<file path="config.mk">
export PLATFORM = sky130hd
export DESIGN_NAME = bidal_dp
export DESIGN_NICKNAME = d
export VERILOG_FILES = /design/src/rtl/core/bidal_pkg.sv /design/src/rtl/core/bidal_dp.sv
export SDC_FILE = /design/constraint.sdc
export NUM_CORES = 2
export LEC_CHECK = 0
export BUFFER_PORTS_ARGS = -buffer_cell sky130_fd_sc_hd__buf_2
export CAP_MARGIN = 40
export CORE_MARGIN = 2
export CORE_UTILIZATION = 31
export DETAILED_ROUTE_END_ITERATION = 7
export GPL_ROUTABILITY_DRIVEN = 0
export PLACE_DENSITY = 0.57
export SLEW_MARGIN = 40
export SYNTH_ARGS = -nofsm -noshare
export SYNTH_HDL_FRONTEND = slang
export SYNTH_SLANG_ARGS = --single-unit
</file>
<file path="constraint.sdc">
create_clock -name clk -period 16.8 [get_ports clk]
set_input_delay 1.68 -clock clk [delete_from_list [all_inputs] [get_ports clk]]
set_output_delay 1.68 -clock clk [all_outputs]
set_load 0.01 [all_outputs]
</file>
<file path="src/rtl/core/bidal_pkg.sv">
`timescale 1ns / 1ps
// ----------------------------------------------------------------------------
// bidal_pkg
// Shared types, sizes and helpers of the bidirectional ID alias table.
// ----------------------------------------------------------------------------
package bidal_pkg;

  localparam int DEPTH = 32;
  localparam int IDX_W = (DEPTH > 1) ? $clog2(DEPTH) : 1;
  localparam int CNT_W = $clog2(DEPTH + 1);
  localparam int ID_W  = 64;
  localparam int PCNT_W = 6;

  typedef enum logic [2:0] {
    CMD_BIND     = 3'd0,
    CMD_CANON    = 3'd1,
    CMD_CANON_OB = 3'd2,
    CMD_FIND_LOC = 3'd3,
    CMD_FORGET_L = 3'd4,
    CMD_FORGET_C = 3'd5,
    CMD_CLEAR    = 3'd6
  } cmd_t;

  typedef enum logic [1:0] {
    ST_DONE     = 2'd0,
    ST_ZERO     = 2'd1,
    ST_CONFLICT = 2'd2,
    ST_FULL     = 2'd3
  } status_t;

  typedef enum logic [1:0] {
    S_IDLE,
    S_SCAN,
    S_DRAIN,
    S_COMMIT
  } state_t;

  typedef struct packed {
    logic             load;
    logic             rd_en;
    logic [IDX_W-1:0] rd_addr;
    logic             commit;
  } ctrl_t;

  typedef struct packed {
    logic skip;
  } dp_stat_t;

  function automatic logic [PCNT_W-1:0] sat_count(input logic [CNT_W-1:0] c);
    logic [CNT_W+PCNT_W-1:0] wide;
    wide = (CNT_W + PCNT_W)'(c);
    if (wide > (CNT_W + PCNT_W)'((1 << PCNT_W) - 1)) begin
      return {PCNT_W{1'b1}};
    end
    return wide[PCNT_W-1:0];
  endfunction

endpackage

</file>
<file path="src/rtl/core/bidal_dp.sv">
`timescale 1ns / 1ps
// ----------------------------------------------------------------------------
// bidal_dp
// Pair storage, key compare stage, match capture and commit logic.
// ----------------------------------------------------------------------------
module bidal_dp import bidal_pkg::*; (
  input  logic              clk,
  input  logic              rst,
  input  ctrl_t             ctrl,
  input  logic [2:0]        command,
  input  logic [ID_W-1:0]   canonical_id,
  input  logic [ID_W-1:0]   local_id,
  output dp_stat_t          stat,
  output logic              done,
  output logic [1:0]        status,
  output logic [ID_W-1:0]   result_id,
  output logic [PCNT_W-1:0] pair_count
);

  logic [ID_W-1:0]  mem_local [DEPTH];
  logic [ID_W-1:0]  mem_canon [DEPTH];
  logic [DEPTH-1:0] valid;
  logic [CNT_W-1:0] count;

  cmd_t             cmd_q;
  logic [ID_W-1:0]  key_local, key_canon, bind_canon;

  logic [ID_W-1:0]  loc_q, can_q;
  logic             vld_q, cmp_vld;
  logic [IDX_W-1:0] cmp_addr;

  logic             ls_hit, cs_hit, free_found;
  logic [IDX_W-1:0] ls_idx, cs_idx, free_idx;
  logic [ID_W-1:0]  ls_canon, cs_local;

  status_t          st_c;
  logic [ID_W-1:0]  res_c;
  logic [CNT_W-1:0] cnt_c;
  logic             wr_new, drop, clr;
  logic [IDX_W-1:0] drop_idx;

  assign stat.skip = (cmd_q == CMD_CLEAR) || (cmd_q != CMD_BIND && cmd_q != CMD_CANON &&
                      cmd_q != CMD_CANON_OB && cmd_q != CMD_FIND_LOC &&
                      cmd_q != CMD_FORGET_L && cmd_q != CMD_FORGET_C);

  // table memories
  always_ff @(posedge clk) begin
    if (ctrl.rd_en) begin
      loc_q <= mem_local[ctrl.rd_addr];
      can_q <= mem_canon[ctrl.rd_addr];
    end
    if (ctrl.commit && wr_new) begin
      mem_local[free_idx] <= key_local;
      mem_canon[free_idx] <= bind_canon;
    end
  end

  always_ff @(posedge clk) begin
    if (rst) begin
      valid   <= '0;
      count   <= '0;
      done    <= 1'b0;
      cmp_vld <= 1'b0;
    end else begin
      done    <= ctrl.commit;
      cmp_vld <= ctrl.rd_en;
      if (ctrl.commit) begin
        count <= cnt_c;
        if (clr) begin
          valid <= '0;
        end else if (wr_new) begin
          valid[free_idx] <= 1'b1;
        end else if (drop) begin
          valid[drop_idx] <= 1'b0;
        end
      end
    end
  end

  always_ff @(posedge clk) begin
    if (ctrl.load) begin
      cmd_q      <= cmd_t'(command);
      key_local  <= local_id;
      bind_canon <= canonical_id;
      key_canon  <= (cmd_t'(command) == CMD_CANON_OB) ? local_id : canonical_id;
      ls_hit     <= 1'b0;
      cs_hit     <= 1'b0;
      free_found <= 1'b0;
    end
    if (ctrl.rd_en) begin
      vld_q    <= valid[ctrl.rd_addr];
      cmp_addr <= ctrl.rd_addr;
    end
    if (cmp_vld) begin
      if (vld_q && loc_q == key_local && !ls_hit) begin
        ls_hit   <= 1'b1;
        ls_idx   <= cmp_addr;
        ls_canon <= can_q;
      end
      if (vld_q && can_q == key_canon && !cs_hit) begin
        cs_hit   <= 1'b1;
        cs_idx   <= cmp_addr;
        cs_local <= loc_q;
      end
      if (!vld_q && !free_found) begin
        free_found <= 1'b1;
        free_idx   <= cmp_addr;
      end
    end
    if (ctrl.commit) begin
      status     <= st_c;
      result_id  <= res_c;
      pair_count <= sat_count(cnt_c);
    end
  end

  always_comb begin
    st_c     = ST_DONE;
    res_c    = '0;
    cnt_c    = count;
    wr_new   = 1'b0;
    drop     = 1'b0;
    clr      = 1'b0;
    drop_idx = ls_idx;
    unique case (cmd_q)
      CMD_BIND: begin
        if (bind_canon == '0 || key_local == '0) begin
          st_c = ST_ZERO;
        end else if ((ls_hit && ls_canon != bind_canon) ||
                     (cs_hit && cs_local != key_local)) begin
          st_c = ST_CONFLICT;
        end else if (bind_canon == key_local || ls_hit) begin
          st_c = ST_DONE;
        end else if (count >= CNT_W'(DEPTH) || !free_found) begin
          st_c = ST_FULL;
        end else begin
          wr_new = 1'b1;
          cnt_c  = count + 1'b1;
        end
      end
      CMD_CANON: begin
        res_c = ls_hit ? ls_canon : key_local;
      end
      CMD_CANON_OB: begin
        if (ls_hit) begin
          res_c = ls_canon;
        end else if (cs_hit && cs_local != key_local) begin
          res_c = '0;
        end else begin
          res_c = key_local;
        end
      end
      CMD_FIND_LOC: begin
        res_c = cs_hit ? cs_local : '0;
      end
      CMD_FORGET_L: begin
        if (ls_hit) begin
          drop  = 1'b1;
          cnt_c = count - 1'b1;
        end
      end
      CMD_FORGET_C: begin
        drop_idx = cs_idx;
        if (cs_hit) begin
          drop  = 1'b1;
          cnt_c = count - 1'b1;
        end
      end
      CMD_CLEAR: begin
        clr   = 1'b1;
        cnt_c = '0;
      end
      default: begin
        res_c = '0;
      end
    endcase
  end

endmodule

</file>
==> results.py <==
metrics = {
    "synthesis": {
        "synthArstFlopShare_pct": 0,
        "syn_nets": 7755,
        "ys_ff_latch": 4683,
        "yosys-mux-area-fraction_pct": 17.6,
        "synth_compound_area_share_pct": 0.841,
        "netlist_instances": 7612,
        "synth_ff_type": "edfxtp_1",
        "synth_cell_types": 72,
        "synth_top_area_share_pct": 77.0,
        "synth_fa_ha_area_share_pct": 0.0138,
        "synth_top_area_cell": "edfxtp_1",
        "yosysWarnings": 0,
        "ys_top_cells_by_area": "edfxtp_1 77%, mux4_2 16%, mux2_2 1.2%",
        "ys_seq_area_share_pct": 77.5,
        "synth-xor-area-share_pct": 1.61,
        "synth-simple-area-share_pct": 1.23,
        "synth-edff-count": 4640,
        "synth_top_family_by_area": "multiplexers",
        "syn_area_per_cell_um2": 23.8,
        "syn_area_mm2": 0.181,
    },
    "place": {
        "dpl.hpwl_mm": 327,
        "place_area_mm2": 0.194,
        "dp_slack_ns": 9.77,
        "io_buffers": 214,
    },
    "route": {
        "wl_mm": 564,
        "drt-initial-drc-count": 14800,
        "vias_per_cell": 5.46,
        "avgRoutedWirePerCell_um": 34.3,
        "vias": 89600,
        "ant_nets": 0,
        "dr.pass1.iters": 7,
        "drcViolationCount": 0,
    },
    "timing": {
        "setup_viol": 0,
        "hold_viol": 0,
        "slew_headroom_pct": 25.6,
        "drv_slew": 0,
        "max_freq_ghz": 0.152,
        "post-route-period-util_pct": 39.2,
        "layout_setup_ws_ns": 10.21,
        "rsz0062_at_grt": "no",
        "period_minus_slack_ns": 6.59,
        "clock_skew_ns": 0.103,
        "fin_tns_setup_ns": 0,
        "tightest_slew_ns": 1.10,
    },
    "clock_network": {
        "clock_sinks": 4683,
        "cts_made_buffers": 456,
        "cts_resized": 0,
        "clkTransAtPathRegs_ns": 0.07,
        "cts_tree": "done",
        "cts_setup_buffers": 0,
        "cts.path.max_buffers": 4,
        "ctsHoldBuffers": 0,
        "htree_levels": 5,
        "clk_latency_ns": 1.05,
        "cts-root-buf": "clkbuf_16",
    },
    "job": {
        "maxCapViolations": 0,
    },
    "global_route": {
        "grt_pass1_vias": 87700,
        "grt_pass1_wl_mm": 759,
        "antenna_found_initial": 75,
        "grt_max_degree": 130,
        "grt.total_usage_pct": 18.5,
        "gr-total-overflow": 0,
    },
    "pwr": {
        "peakVddDrop_uv": 104,
        "p_leak_uw": 0.0640,
        "finalPower_uw": 25000,
        "p_per_area_mw_per_mm2": 119,
    },
    "die": {
        "io_pins": 215,
        "core_mm2": 0.582,
        "row_count": 280,
        "die_w_um": 768,
        "dieArea_mm2": 0.590,
        "start_util_pct": 31.1,
        "dieHeight_um": 768,
    },
    "worst_setup_path": {
        "start_kind": "register",
        "crit_chain": "buf_4 -> xnor2_2 -> nand4_1 -> nor4_2 -> and4_1 -> o2111a_4 -> nand4_1 -> buf_4 -> nor2b_4 -> buf_6 -> buf_4 -> buf_4",
        "cpMaxStageDelayCell": "buf_4",
        "cpPeakStageDelay_ns": 0.81,
        "endpoint_kind": "register",
        "crit_arrival_ns": 7.17,
        "critical_path_required_ns": 17.39,
        "critPathKind": "register to register",
        "cpMostUsedCell": "buf_4",
        "path_max_fanout": 41,
    },
    "min_path": {
        "hp-class": "register to register",
    },
    "final_layout": {
        "area_delta_synth_final_pct": 15.7,
        "final_area_mm2": 0.209,
        "fillers": 52500,
        "drive_gt1_share_pct": 33.0,
        "fin_nets": 8375,
    },
    "status": {
        "status": "finished clean",
    },
}
[final timing paths]
path	start	end	slack (ns)	depth (start not counted)
worst max-delay path	key_local[59]	mem_canon[7][40]	10.21	12
worst max register to register	key_local[59]	mem_canon[7][40]	10.21	12
worst min-delay path	can_q[52]	ls_canon[52]	0.46	0
worst min register to register	can_q[52]	ls_canon[52]	0.46	0
[routing by layer]
layer	vias to the layer above	wire, um	global-route usage [%]
li1	33900	-	-
met1	49400	228000	25.9
met2	5437	247000	27.2
met3	898	71700	6.94
met4	46	16700	4.89
met5	-	597	0.325
[cells in the final DEF (no fill, tap or decap), types with 61 or more instances in the layout]
cell type / synthesis / layout
mux2i_1: 65 / 65
mux4_2: 1290 / 1290
edfxtp_1: 4640 / 4640
clkbuf_1: 205 / 79
xor2_1: 78 / 73
mux2_2: 195 / 195
nand4_1: 75 / 75
clkbuf_16: 0 / 459
nand2_1: 122 / 122
xnor2_1: 229 / 227
clkinv_2: 0 / 90
o21ai_0: 97 / 61
buf_4: 1 / 259
buf_2: 93 / 206
clkinv_1: 1 / 113
[worst max-delay path: cells and delay by family, from the launching register on]
family                 cells  cell delay (ns)
buffers and inverters      5             2.57
XOR/XNOR                   1             0.42
AND/OR/NAND/NOR            5             2.24
flip-flops                 1             0.39
AO/OA/AOI/OAI              1             0.38
[flip-flops by register name, indices dropped and copies added, names as in the netlist, 2 cells and up]
name	count
bind_canon	64
can_q	64
cmd_q	3
cmp_addr	5
count	6
cs_idx	5
cs_local	64
free_idx	5
key_canon	64
key_local	64
loc_q	64
ls_canon	64
ls_idx	5
mem_canon	2048
mem_local	2048
pair_count	6
result_id	64
status	2
valid	32
[synth_stat cells (36+ instances only)]
cell type	instances
a21oi_1	36
buf_1	78
buf_2	93
buf_6	37
clkbuf_1	205
dfxtp_1	43
edfxtp_1	4640
mux2_2	195
mux2i_1	65
mux4_2	1290
nand2_1	122
nand4_1	75
nor4_1	62
o21ai_0	97
xnor2_1	229
xor2_1	78
[cells by family after synthesis]
logic type / Yosys count
xor+xnor: 321
buf+inv: 445
fa+ha+maj: 2
mux: 1550
simple gates: 386
flops: 4683
compound gates: 225
[report_power, final]
| group | internal [uW] | switching, uW |
|---|---|---|
| Clock | 5900 | 4530 |
| Sequential | 13000 | 110 |
| Combinational | 503 | 924 |
| Total | 19400 | 5560 |
[through the flow]
| stage | hold WS [ns] | instances | utilization, % |
|---|---|---|---|
| floorplan | 0.426 | 7612 | - |
| global placement | 0.450 | 15500 | 33.2 |
| detailed placement | 0.458 | 15500 | 33.3 |
| CTS | 0.470 | 16400 | 35.9 |
| global route | 0.490 | 16400 | 36.0 |
| finish | 0.461 | 16400 | 36.0 |
[cell type report]
type	instances	area, um2	share of cell area, %
clock inverters	312	3410	1.63
diodes	48	120	0.0574
well taps	7755	9700	4.63
flip-flops and latches	4683	140000	67.0
inverters	20	75.1	0.0358
repair buffers	587	5040	2.41
multi-input cells	2484	39100	18.7
clock buffers	539	11800	5.63
Note: power is estimated with default switching activity, not from simulation.
