===== src/rtl/core/bidal_pkg.sv =====
`timescale 1ns / 1ps
// ----------------------------------------------------------------------------
// bidal_pkg
// Shared types, sizes and helpers of the bidirectional ID alias table.
// ----------------------------------------------------------------------------
package bidal_pkg;

  localparam int DEPTH = 32;
  localparam int IDX_W = (DEPTH > 1) ? $clog2(DEPTH) : 1;
  localparam int CNT_W = $clog2(DEPTH + 1);
  localparam int ID_W  = 64;
  localparam int PCNT_W = 6;

  typedef enum logic [2:0] {
    CMD_BIND     = 3'd0,
    CMD_CANON    = 3'd1,
    CMD_CANON_OB = 3'd2,
    CMD_FIND_LOC = 3'd3,
    CMD_FORGET_L = 3'd4,
    CMD_FORGET_C = 3'd5,
    CMD_CLEAR    = 3'd6
  } cmd_t;

  typedef enum logic [1:0] {
    ST_DONE     = 2'd0,
    ST_ZERO     = 2'd1,
    ST_CONFLICT = 2'd2,
    ST_FULL     = 2'd3
  } status_t;

  typedef enum logic [1:0] {
    S_IDLE,
    S_SCAN,
    S_DRAIN,
    S_COMMIT
  } state_t;

  typedef struct packed {
    logic             load;
    logic             rd_en;
    logic [IDX_W-1:0] rd_addr;
    logic             commit;
  } ctrl_t;

  typedef struct packed {
    logic skip;
  } dp_stat_t;

  function automatic logic [PCNT_W-1:0] sat_count(input logic [CNT_W-1:0] c);
    logic [CNT_W+PCNT_W-1:0] wide;
    wide = (CNT_W + PCNT_W)'(c);
    if (wide > (CNT_W + PCNT_W)'((1 << PCNT_W) - 1)) begin
      return {PCNT_W{1'b1}};
    end
    return wide[PCNT_W-1:0];
  endfunction

endpackage


===== src/rtl/core/bidal_ctrl.sv =====
`timescale 1ns / 1ps
// ----------------------------------------------------------------------------
// bidal_ctrl
// Command sequencer: walks the table one entry a cycle, then commits; clear and unused codes skip the walk.
// ----------------------------------------------------------------------------
module bidal_ctrl import bidal_pkg::*; (
  input  logic     clk,
  input  logic     rst,
  input  logic     start,
  input  dp_stat_t stat,
  output ctrl_t    ctrl,
  output logic     busy
);

  state_t           state, state_next;
  logic [IDX_W-1:0] rd_idx, rd_idx_next;

  always_ff @(posedge clk) begin
    if (rst) begin
      state  <= S_IDLE;
      rd_idx <= '0;
    end else begin
      state  <= state_next;
      rd_idx <= rd_idx_next;
    end
  end

  always_comb begin
    state_next  = state;
    rd_idx_next = rd_idx;
    ctrl        = '0;
    unique case (state)
      S_IDLE: begin
        if (start) begin
          ctrl.load   = 1'b1;
          rd_idx_next = '0;
          state_next  = S_SCAN;
        end
      end
      S_SCAN: begin
        if (stat.skip) begin
          state_next = S_COMMIT;
        end else begin
          ctrl.rd_en   = 1'b1;
          ctrl.rd_addr = rd_idx;
          if (rd_idx == IDX_W'(DEPTH - 1)) begin
            state_next = S_DRAIN;
          end else begin
            rd_idx_next = rd_idx + 1'b1;
          end
        end
      end
      S_DRAIN: begin
        state_next = S_COMMIT;
      end
      S_COMMIT: begin
        ctrl.commit = 1'b1;
        state_next  = S_IDLE;
      end
      default: begin
        state_next = S_IDLE;
      end
    endcase
  end

  assign busy = (state != S_IDLE);

endmodule


===== config.mk =====
export PLATFORM = sky130hd
export DESIGN_NAME = bidal_ctrl
export DESIGN_NICKNAME = d
export VERILOG_FILES = /design/src/rtl/core/bidal_pkg.sv /design/src/rtl/core/bidal_ctrl.sv
export SDC_FILE = /design/constraint.sdc
export NUM_CORES = 1
export LEC_CHECK = 0
export BUFFER_PORTS_ARGS = -buffer_cell sky130_fd_sc_hd__clkbuf_2
export CORE_AREA = 4 4 41 43
export DETAILED_ROUTE_END_ITERATION = 8
export DIE_AREA = 0 0 45 47
export GPL_TIMING_DRIVEN = 0
export PLACE_DENSITY_LB_ADDON = 0.25
export SLEW_MARGIN = 15
export SYNTH_ARGS = -nofsm -noshare
export SYNTH_HDL_FRONTEND = slang
export SYNTH_SLANG_ARGS = --single-unit

===== constraint.sdc =====
create_clock -name clk -period 3.65 [get_ports clk]
set_input_delay 0.73 -clock clk [delete_from_list [all_inputs] [get_ports clk]]
set_output_delay 0.73 -clock clk [all_outputs]
set_load 0.01 [all_outputs]

==> results.sh, run 1 <==
export IMPL_detail_route_wl_per_cell_um=11.1
export IMPL_cts_post_setup_buffers_inserted=0
export IMPL_start_util_pct=36.0
export IMPL_total_overflow_reported_by_the_global_router=0
export IMPL_grt_first_pass_wirelength_mm=1.67
export IMPL_clkPwrFrac_pct=18.7
export IMPL_post_route_clock_skew_ns=0.00930
export IMPL_largest_net_degree_at_the_start_of_global_routing=11
export IMPL_io_pins=13
export IMPL_yosys_register_bits=7
export IMPL_net_switching_power_w=0.000157
export IMPL_seq_power_share_pct=29.2
export IMPL_vias=446
export IMPL_first_global_vias=413
export IMPL_tritoncts="done"
export IMPL_setup_violations_final=0
export IMPL_max_slew_worst_pin_slew_ns=0.526
export IMPL_endpoint_kind="primary output"
export IMPL_slew_headroom_pct=63.9
export IMPL_post_layout_nonfiller_instances=89
export IMPL_first_pass_iters=4
export IMPL_synthTopCellsByCount="sky130_fd_sc_hd__a21oi_1, sky130_fd_sc_hd__dfxtp_1, sky130_fd_sc_hd__inv_1, sky130_fd_sc_hd__and3_1, sky130_fd_sc_hd__ha_1"
export IMPL_numPortBuffers=12
export IMPL_number_of_synthesized_flops_with_an_enable_pin=0
export IMPL_clock_sinks=7
export IMPL_synth_cells=58
export IMPL_synth_async_reset_ratio_pct=0
export IMPL_synth_yosys_seq_area_share_pct=29.9
export IMPL_cts_root_buffer_cell="sky130_fd_sc_hd__clkbuf_4"
export IMPL_final_design_area_no_fill_um2=573
export IMPL_crit_path_category="reg2out"
export IMPL_critPathLaunchType="register"
export IMPL_critical_path_max_stage_delay_ns=0.33
export IMPL_route_top_layer_used="met3"
export IMPL_post_synth_num_cell_types=23
export IMPL_gpl_final_weighted_congestion=0.726
export IMPL_die_w_um=45
export IMPL_insertedDiodeCount=0
export IMPL_switching_share_pct=42.5
export IMPL_dpl_wire_length_um=791
export IMPL_max_vdd_ir_drop_v=0.000261
export IMPL_drcViolationCount=0
export IMPL_rows=13
export IMPL_drt_iter0_drc=5
export IMPL_finalNetCount=84
export IMPL_portion_of_synthesized_cell_area_occupied_by_the_leading_cell_type_pct=29.9
export IMPL_power_share_combinational_pct=52.1
export IMPL_cts_hold_fix_buffers=0
export IMPL_cp_slowest_cell="sky130_fd_sc_hd__dfxtp_1"
export IMPL_syn_area_per_cell_um2=8.07
export IMPL_p_leak_nw=0.289
export IMPL_timing_setup_tns_ns=0
export IMPL_grt_usage_pct=11.1
export IMPL_placed_area_um2=547
export IMPL_syn2layout_area_growth_pct=22.5
export IMPL_critPathArrivalTime_ns=1.45
export IMPL_status="completed"
export IMPL_cts_buffers=3
export IMPL_synth_largest_area_cell="sky130_fd_sc_hd__dfxtp_1"
export IMPL_power_per_cell_area_mw_per_mm2=646
export IMPL_worst_setup_hold_path_clk_slew_ns=0.06
export IMPL_floorplan_die_area_mm2=0.00212
export IMPL_drv_cap=0
export IMPL_hold_class="reg2reg"
export IMPL_rsz_0062_raised_after_global_routing="no"
export IMPL_finalWirelength_um=987
export IMPL_detailroute_wirelength_met3_um=77
export IMPL_achievable_frequency_mhz=458
export IMPL_count_of_warnings_emitted_by_yosys=0
export IMPL_final_hold_violation_count=0
export IMPL_antenna_left=0
export IMPL_netlist_area_um2=468
export IMPL_core_util_final_pct=44.0
export IMPL_maxSlewViolCount=0
export IMPL_routed_wl_met2_um=397
export IMPL_period_share_pct=59.8
export IMPL_wl_met1_um=512
export IMPL_crit_family="buffers and inverters"
export IMPL_ys_top_cells_by_area="sky130_fd_sc_hd__dfxtp_1, sky130_fd_sc_hd__ha_1, sky130_fd_sc_hd__and3_1, sky130_fd_sc_hd__a21oi_1, sky130_fd_sc_hd__inv_1"
export IMPL_total_number_of_h_tree_levels=1
export IMPL_postSynth_topFlopCell="sky130_fd_sc_hd__dfxtp_1"
export IMPL_worst_path_buf_inv=4
export IMPL_clock_insertion_delay_worst_skew_ns=0.25
export IMPL_post_route_cells_drive_above_1_share_pct=20.3
export IMPL_ctsResizeCount=0
export IMPL_crit_fanout=10
export IMPL_critPathMostFrequentCell="sky130_fd_sc_hd__inv_1"
export IMPL_place_inst=85
export IMPL_viasPerCell=5.01
export IMPL_required_ns=2.92
export IMPL_cts_root_to_sink_buffers=2
export IMPL_number_of_antenna_violations_at_the_first_check_in_global_routing=0
export IMPL_intPower_w=0.000213
export IMPL_r2r_slack_ns=1.72
export IMPL_timing_final_crit_period_ns=2.18
export IMPL_core_area_mm2=0.00130
export IMPL_synth_fp_nets=67
export IMPL_floorplan_die_height_um=47
export IMPL_critical_path_cell_chain="inv_1 > ha_1 > clkbuf_1 > inv_1 > nor2_1 > clkbuf_2"
## cell families after synthesis
family / share of synthesized area, %
compound gates: 21.9
buf+inv: 6.42
flops: 29.9
mux: 2.14
fa+ha+maj: 13.4
simple gates: 26.2
## cells in the final DEF (no fill, tap or decap)
cell	count
sky130_fd_sc_hd__nand3b_1	1
sky130_fd_sc_hd__nor2_1	3
sky130_fd_sc_hd__or4_1	2
sky130_fd_sc_hd__nor3b_1	1
sky130_fd_sc_hd__nand3_1	1
sky130_fd_sc_hd__mux2i_1	1
sky130_fd_sc_hd__or2b_1	1
sky130_fd_sc_hd__dfxtp_1	7
sky130_fd_sc_hd__o21a_1	1
sky130_fd_sc_hd__nor2b_1	1
sky130_fd_sc_hd__o21ai_1	1
sky130_fd_sc_hd__or3_1	1
sky130_fd_sc_hd__and3_1	6
sky130_fd_sc_hd__inv_1	7
sky130_fd_sc_hd__a21oi_1	7
sky130_fd_sc_hd__clkbuf_1	2
sky130_fd_sc_hd__clkbuf_4	3
sky130_fd_sc_hd__a21o_1	1
sky130_fd_sc_hd__and2_1	1
sky130_fd_sc_hd__nand4_1	2
sky130_fd_sc_hd__ha_1	5
sky130_fd_sc_hd__o21ai_0	3
sky130_fd_sc_hd__clkbuf_2	12
sky130_fd_sc_hd__o31ai_1	3
sky130_fd_sc_hd__o311a_1	1
## tightest hold or removal path, delay by kind of cell, from the launching register on
kind / cells / cell delay [ns]
compound gates: 2 / 0.13
flops: 1 / 0.33
## per-stage QoR
stage | worst slack (ns) | hold WS (ns) | total power [W]
floorplan | 1.84 | 0.455 | 0.000251
global route | 1.35 | 0.523 | 0.000408
finish | 1.47 | 0.504 | 0.000370
global placement | 1.67 | 0.486 | 0.000300
CTS | 1.46 | 0.498 | 0.000375
detailed placement | 1.65 | 0.488 | 0.000303
## area by class of cell
type | instances | area, um^2
repair buffers | 12 | 60.1
well taps | 15 | 18.8
flip-flops and latches | 7 | 140
fillers | 134 | 728
plain buffers | 1 | 3.75
multi-input cells | 43 | 298
clock buffers | 4 | 26.3
inverters | 7 | 26.3
## power by group through the flow
stage               Sequential (W)  Combinational, W   Clock, W
floorplan                 0.000106          0.000145          0
global placement          0.000110          0.000191          0
detailed placement        0.000110          0.000194          0
CTS                       0.000108          0.000194  0.0000730
global route              0.000111          0.000220  0.0000767
finish                    0.000108          0.000193  0.0000691
## registers in the layout (all words and copies together), names as in the netlist
| signal | cells |
|---|---|
| rd_idx | 5 |
| state | 2 |
## metal layers
layer  GRT usage (%)  vias up
met2            15.3       11
met4            5.26        0
met3            4.60        0
met1            14.9      192
li1                -      243
met5               0        -
## final timing paths
path,startpoint,endpoint,depth (start not counted)
worst max-delay path,state[1]$_SDFFE_PP0P_,ctrl[6],6
worst min-delay path,rd_idx[3]$_SDFFE_PP0P_,rd_idx[3]$_SDFFE_PP0P_,2
worst max register to register,rd_idx[0]$_SDFFE_PP0P_,rd_idx[3]$_SDFFE_PP0P_,6
worst min register to register,rd_idx[3]$_SDFFE_PP0P_,rd_idx[3]$_SDFFE_PP0P_,2
Note: power is estimated with default switching activity, not from simulation.
==> inputs of run 2 (changes only) <==
--- a/config.mk
+++ b/config.mk
@@ -5,10 +5,11 @@
 export SDC_FILE = /design/constraint.sdc
 export NUM_CORES = 1
 export LEC_CHECK = 0
+export ABC_AREA = 1
 export BUFFER_PORTS_ARGS = -buffer_cell sky130_fd_sc_hd__clkbuf_2
-export CORE_AREA = 4 4 41 43
+export CORE_MARGIN = 4
+export CORE_UTILIZATION = 37
 export DETAILED_ROUTE_END_ITERATION = 8
-export DIE_AREA = 0 0 45 47
 export GPL_TIMING_DRIVEN = 0
 export PLACE_DENSITY_LB_ADDON = 0.25
 export SLEW_MARGIN = 15
==> constraint.sdc (replaced) <==
create_clock -name clk -period 2.06 [get_ports clk]
set_input_delay 0.412 -clock clk [delete_from_list [all_inputs] [get_ports clk]]
set_output_delay 0.412 -clock clk [all_outputs]
set_load 0.01 [all_outputs]
==> results.sh, run 2 <==
export IMPL_clock_insertion_delay_worst_skew_ns=0.25
export IMPL_syn2layout_area_growth_pct=19.4
export IMPL_achievable_frequency_mhz=537
export IMPL_number_of_synthesized_flops_with_an_enable_pin=0
export IMPL_largest_net_degree_at_the_start_of_global_routing=11
export IMPL_clock_sinks=7
export IMPL_period_share_pct=90.5
export IMPL_max_vdd_ir_drop_v=0.000614
export IMPL_crit_path_category="reg2out"
export IMPL_rows=13
export IMPL_post_route_worst_setup_slack_ns=0.196
export IMPL_number_of_stages_on_the_worst_hold_path=2
export IMPL_critical_path_max_stage_delay_ns=0.40
export IMPL_antenna_left=0
export IMPL_yosys_register_bits=7
export IMPL_sequential_cell_area_um2=140
export IMPL_total_number_of_h_tree_levels=1
export IMPL_timing_rr_start="rd_idx[0]$_SDFFE_PP0P_"
export IMPL_critical_path_cell_chain="ha_1 > inv_2 > nor2_1 > inv_1 > nor2_1 > clkbuf_2"
export IMPL_critPathArrivalTime_ns=1.45
export IMPL_largest_registers="rd_idx x5, state x2"
export IMPL_mostFrequentLayoutCells="sky130_fd_sc_hd__nand2_1, sky130_fd_sc_hd__nor2_1, sky130_fd_sc_hd__clkbuf_2, sky130_fd_sc_hd__inv_1, sky130_fd_sc_hd__dfxtp_1"
export IMPL_ys_top_cells_by_area="sky130_fd_sc_hd__dfxtp_1, sky130_fd_sc_hd__nand2_1, sky130_fd_sc_hd__nor2_1, sky130_fd_sc_hd__ha_1, sky130_fd_sc_hd__inv_1"
export IMPL_tritoncts="done"
export IMPL_cts_root_to_sink_buffers=2
export IMPL_portion_of_synthesized_cell_area_occupied_by_the_leading_cell_type_pct=25.9
export IMPL_final_hold_violation_count=0
export IMPL_grt_first_pass_wirelength_mm=1.80
export IMPL_drt_iter0_drc=12
export IMPL_finalNetCount=110
export IMPL_gpl_final_weighted_congestion=0.726
export IMPL_timing_final_crit_period_ns=1.86
export IMPL_hold_class="in2reg"
export IMPL_post_place_ws_ns=0.442
export IMPL_synth_yosys_seq_area_share_pct=25.9
export IMPL_largest_reg_by_ff_count="rd_idx"
export IMPL_detail_route_wl_per_cell_um=8.67
export IMPL_cts_hold_fix_buffers=0
export IMPL_io_pins=13
export IMPL_maxSlewViolCount=0
export IMPL_cts_buffers=3
export IMPL_cts_root_buffer_cell="sky130_fd_sc_hd__clkbuf_4"
export IMPL_floorplan_die_area_mm2=0.00214
export IMPL_postSynth_topFlopCell="sky130_fd_sc_hd__dfxtp_1"
export IMPL_dpl_wire_length_um=852
export IMPL_synth_cells=84
export IMPL_hp_start="rst"
export IMPL_vias=508
export IMPL_min_to="state[0]$_SDFFE_PP0P_"
export IMPL_total_overflow_reported_by_the_global_router=0
export IMPL_synth_fp_nets=93
export IMPL_required_ns=1.65
export IMPL_drv_cap=0
export IMPL_p_leak_nw=0.322
export IMPL_critPathLaunchType="register"
export IMPL_critPathMostFrequentCell="sky130_fd_sc_hd__nor2_1"
export IMPL_synth_largest_area_cell="sky130_fd_sc_hd__dfxtp_1"
export IMPL_floorplan_die_height_um=46.2
export IMPL_number_of_antenna_violations_at_the_first_check_in_global_routing=0
export IMPL_post_synth_num_cell_types=17
export IMPL_crit_fanout=6
export IMPL_insertedDiodeCount=0
export IMPL_fillerInstances=153
export IMPL_final_common_cell="sky130_fd_sc_hd__nand2_1"
export IMPL_power_per_cell_area_mw_per_mm2=1160
export IMPL_setup_violations_final=0
export IMPL_numPortBuffers=12
export IMPL_timing_setup_tns_ns=0
export IMPL_first_pass_iters=4
export IMPL_synth_async_reset_ratio_pct=0
export IMPL_r2r_end="state[0]$_SDFFE_PP0P_"
export IMPL_start_util_pct=40.5
export IMPL_post_route_clock_skew_ns=0.00557
export IMPL_multi_input_comb_area_um2=348
export IMPL_viasPerCell=4.42
export IMPL_slew_headroom_pct=79.9
export IMPL_syn_area_per_cell_um2=6.43
export IMPL_count_of_warnings_emitted_by_yosys=0
export IMPL_max_slew_worst_pin_slew_ns=0.302
export IMPL_grt_usage_pct=12.2
export IMPL_core_area_mm2=0.00133
export IMPL_cp_slowest_cell="sky130_fd_sc_hd__dfxtp_1"
export IMPL_post_route_cells_drive_above_1_share_pct=24.0
export IMPL_rsz_0062_raised_after_global_routing="no"
export IMPL_die_w_um=46.2
export IMPL_first_global_vias=425
export IMPL_r2r_slack_ns=0.51
export IMPL_endpoint_kind="primary output"
export IMPL_drcViolationCount=0
export IMPL_ctsResizeCount=0
export IMPL_netlist_area_um2=541
export IMPL_cts_post_setup_buffers_inserted=0
export IMPL_synthTopCellsByCount="sky130_fd_sc_hd__nand2_1, sky130_fd_sc_hd__nor2_1, sky130_fd_sc_hd__inv_1, sky130_fd_sc_hd__dfxtp_1"
export IMPL_finalWirelength_um=997
export IMPL_worst_setup_hold_path_clk_slew_ns=0.04
export IMPL_largest_register_ffs=5
export IMPL_status="completed"
export IMPL_number_of_cells_on_the_worst_reg_to_reg_path=10
export IMPL_yosysMostFrequentCell="sky130_fd_sc_hd__nand2_1"
-- run 2: area by class of cell --
cell class,count,share of cell area [%]
Tap cell,15,2.91
Clock buffer,4,4.07
Inverter,14,8.14
Multi-Input combinational cell,63,53.9
Sequential cell,7,21.7
Timing Repair Buffer,12,9.30
-- run 2: cells by family (layout without fill, tap and decap cells) --
family | after synthesis | after routing | synth area share, %
buffers and inverters | 14 | 30 | 9.72
and+or+nand+nor | 51 | 51 | 46.3
DFF | 7 | 7 | 25.9
adders and majority gates | 5 | 5 | 11.6
AOI/OAI and AO/OA | 7 | 7 | 6.48
-- run 2: critical path, delay by kind of cell, from the launching register on --
| kind | cells | cell delay [ns] |
|---|---|---|
| and+or+nand+nor | 2 | 0.21 |
| buffers and inverters | 3 | 0.30 |
| DFF | 1 | 0.40 |
| adders and majority gates | 1 | 0.30 |
-- run 2: where the power goes --
group / switching (W) / total [W] / internal [W]
clock network: 0.0000460 / 0.000120 / 0.0000736
registers: 0.0000352 / 0.000205 / 0.000170
logic: 0.000274 / 0.000426 / 0.000152
-- run 2: layer usage --
metal	wire (um)	global-route usage [%]	up-vias
li1	-	-	295
met1	525	15.5	204
met2	416	16.5	9
met3	54	5.86	0
met4	0	6.82	0
met5	0	0	-
-- run 2: per-stage QoR --
step | hold slack (ns) | instances | utilization (%) | area, um^2 | power [W]
5_1_grt | 0.356 | 115 | 48.4 | 646 | 0.000842
6_report | 0.364 | 115 | 48.4 | 646 | 0.000751
2_1_floorplan | 0.480 | 84 | - | 541 | 0.000545
3_5_place_dp | 0.523 | 111 | 46.4 | 619 | 0.000638
4_1_cts | 0.355 | 115 | 48.4 | 646 | 0.000764
3_3_place_gp | 0.516 | 111 | 46.4 | 619 | 0.000634
-- run 2: worst max-delay path by stage --
stage                               start      end  slack (ns)
finish              state[0]$_SDFFE_PP0P_  ctrl[4]        0.20
global route        state[0]$_SDFFE_PP0P_  ctrl[4]       0.003
CTS                 state[0]$_SDFFE_PP0P_  ctrl[3]        0.17
detailed placement  state[0]$_SDFFE_PP0P_  ctrl[4]        0.44
global placement    state[0]$_SDFFE_PP0P_  ctrl[4]        0.46
floorplan           state[0]$_SDFFE_PP0P_  ctrl[3]        0.49
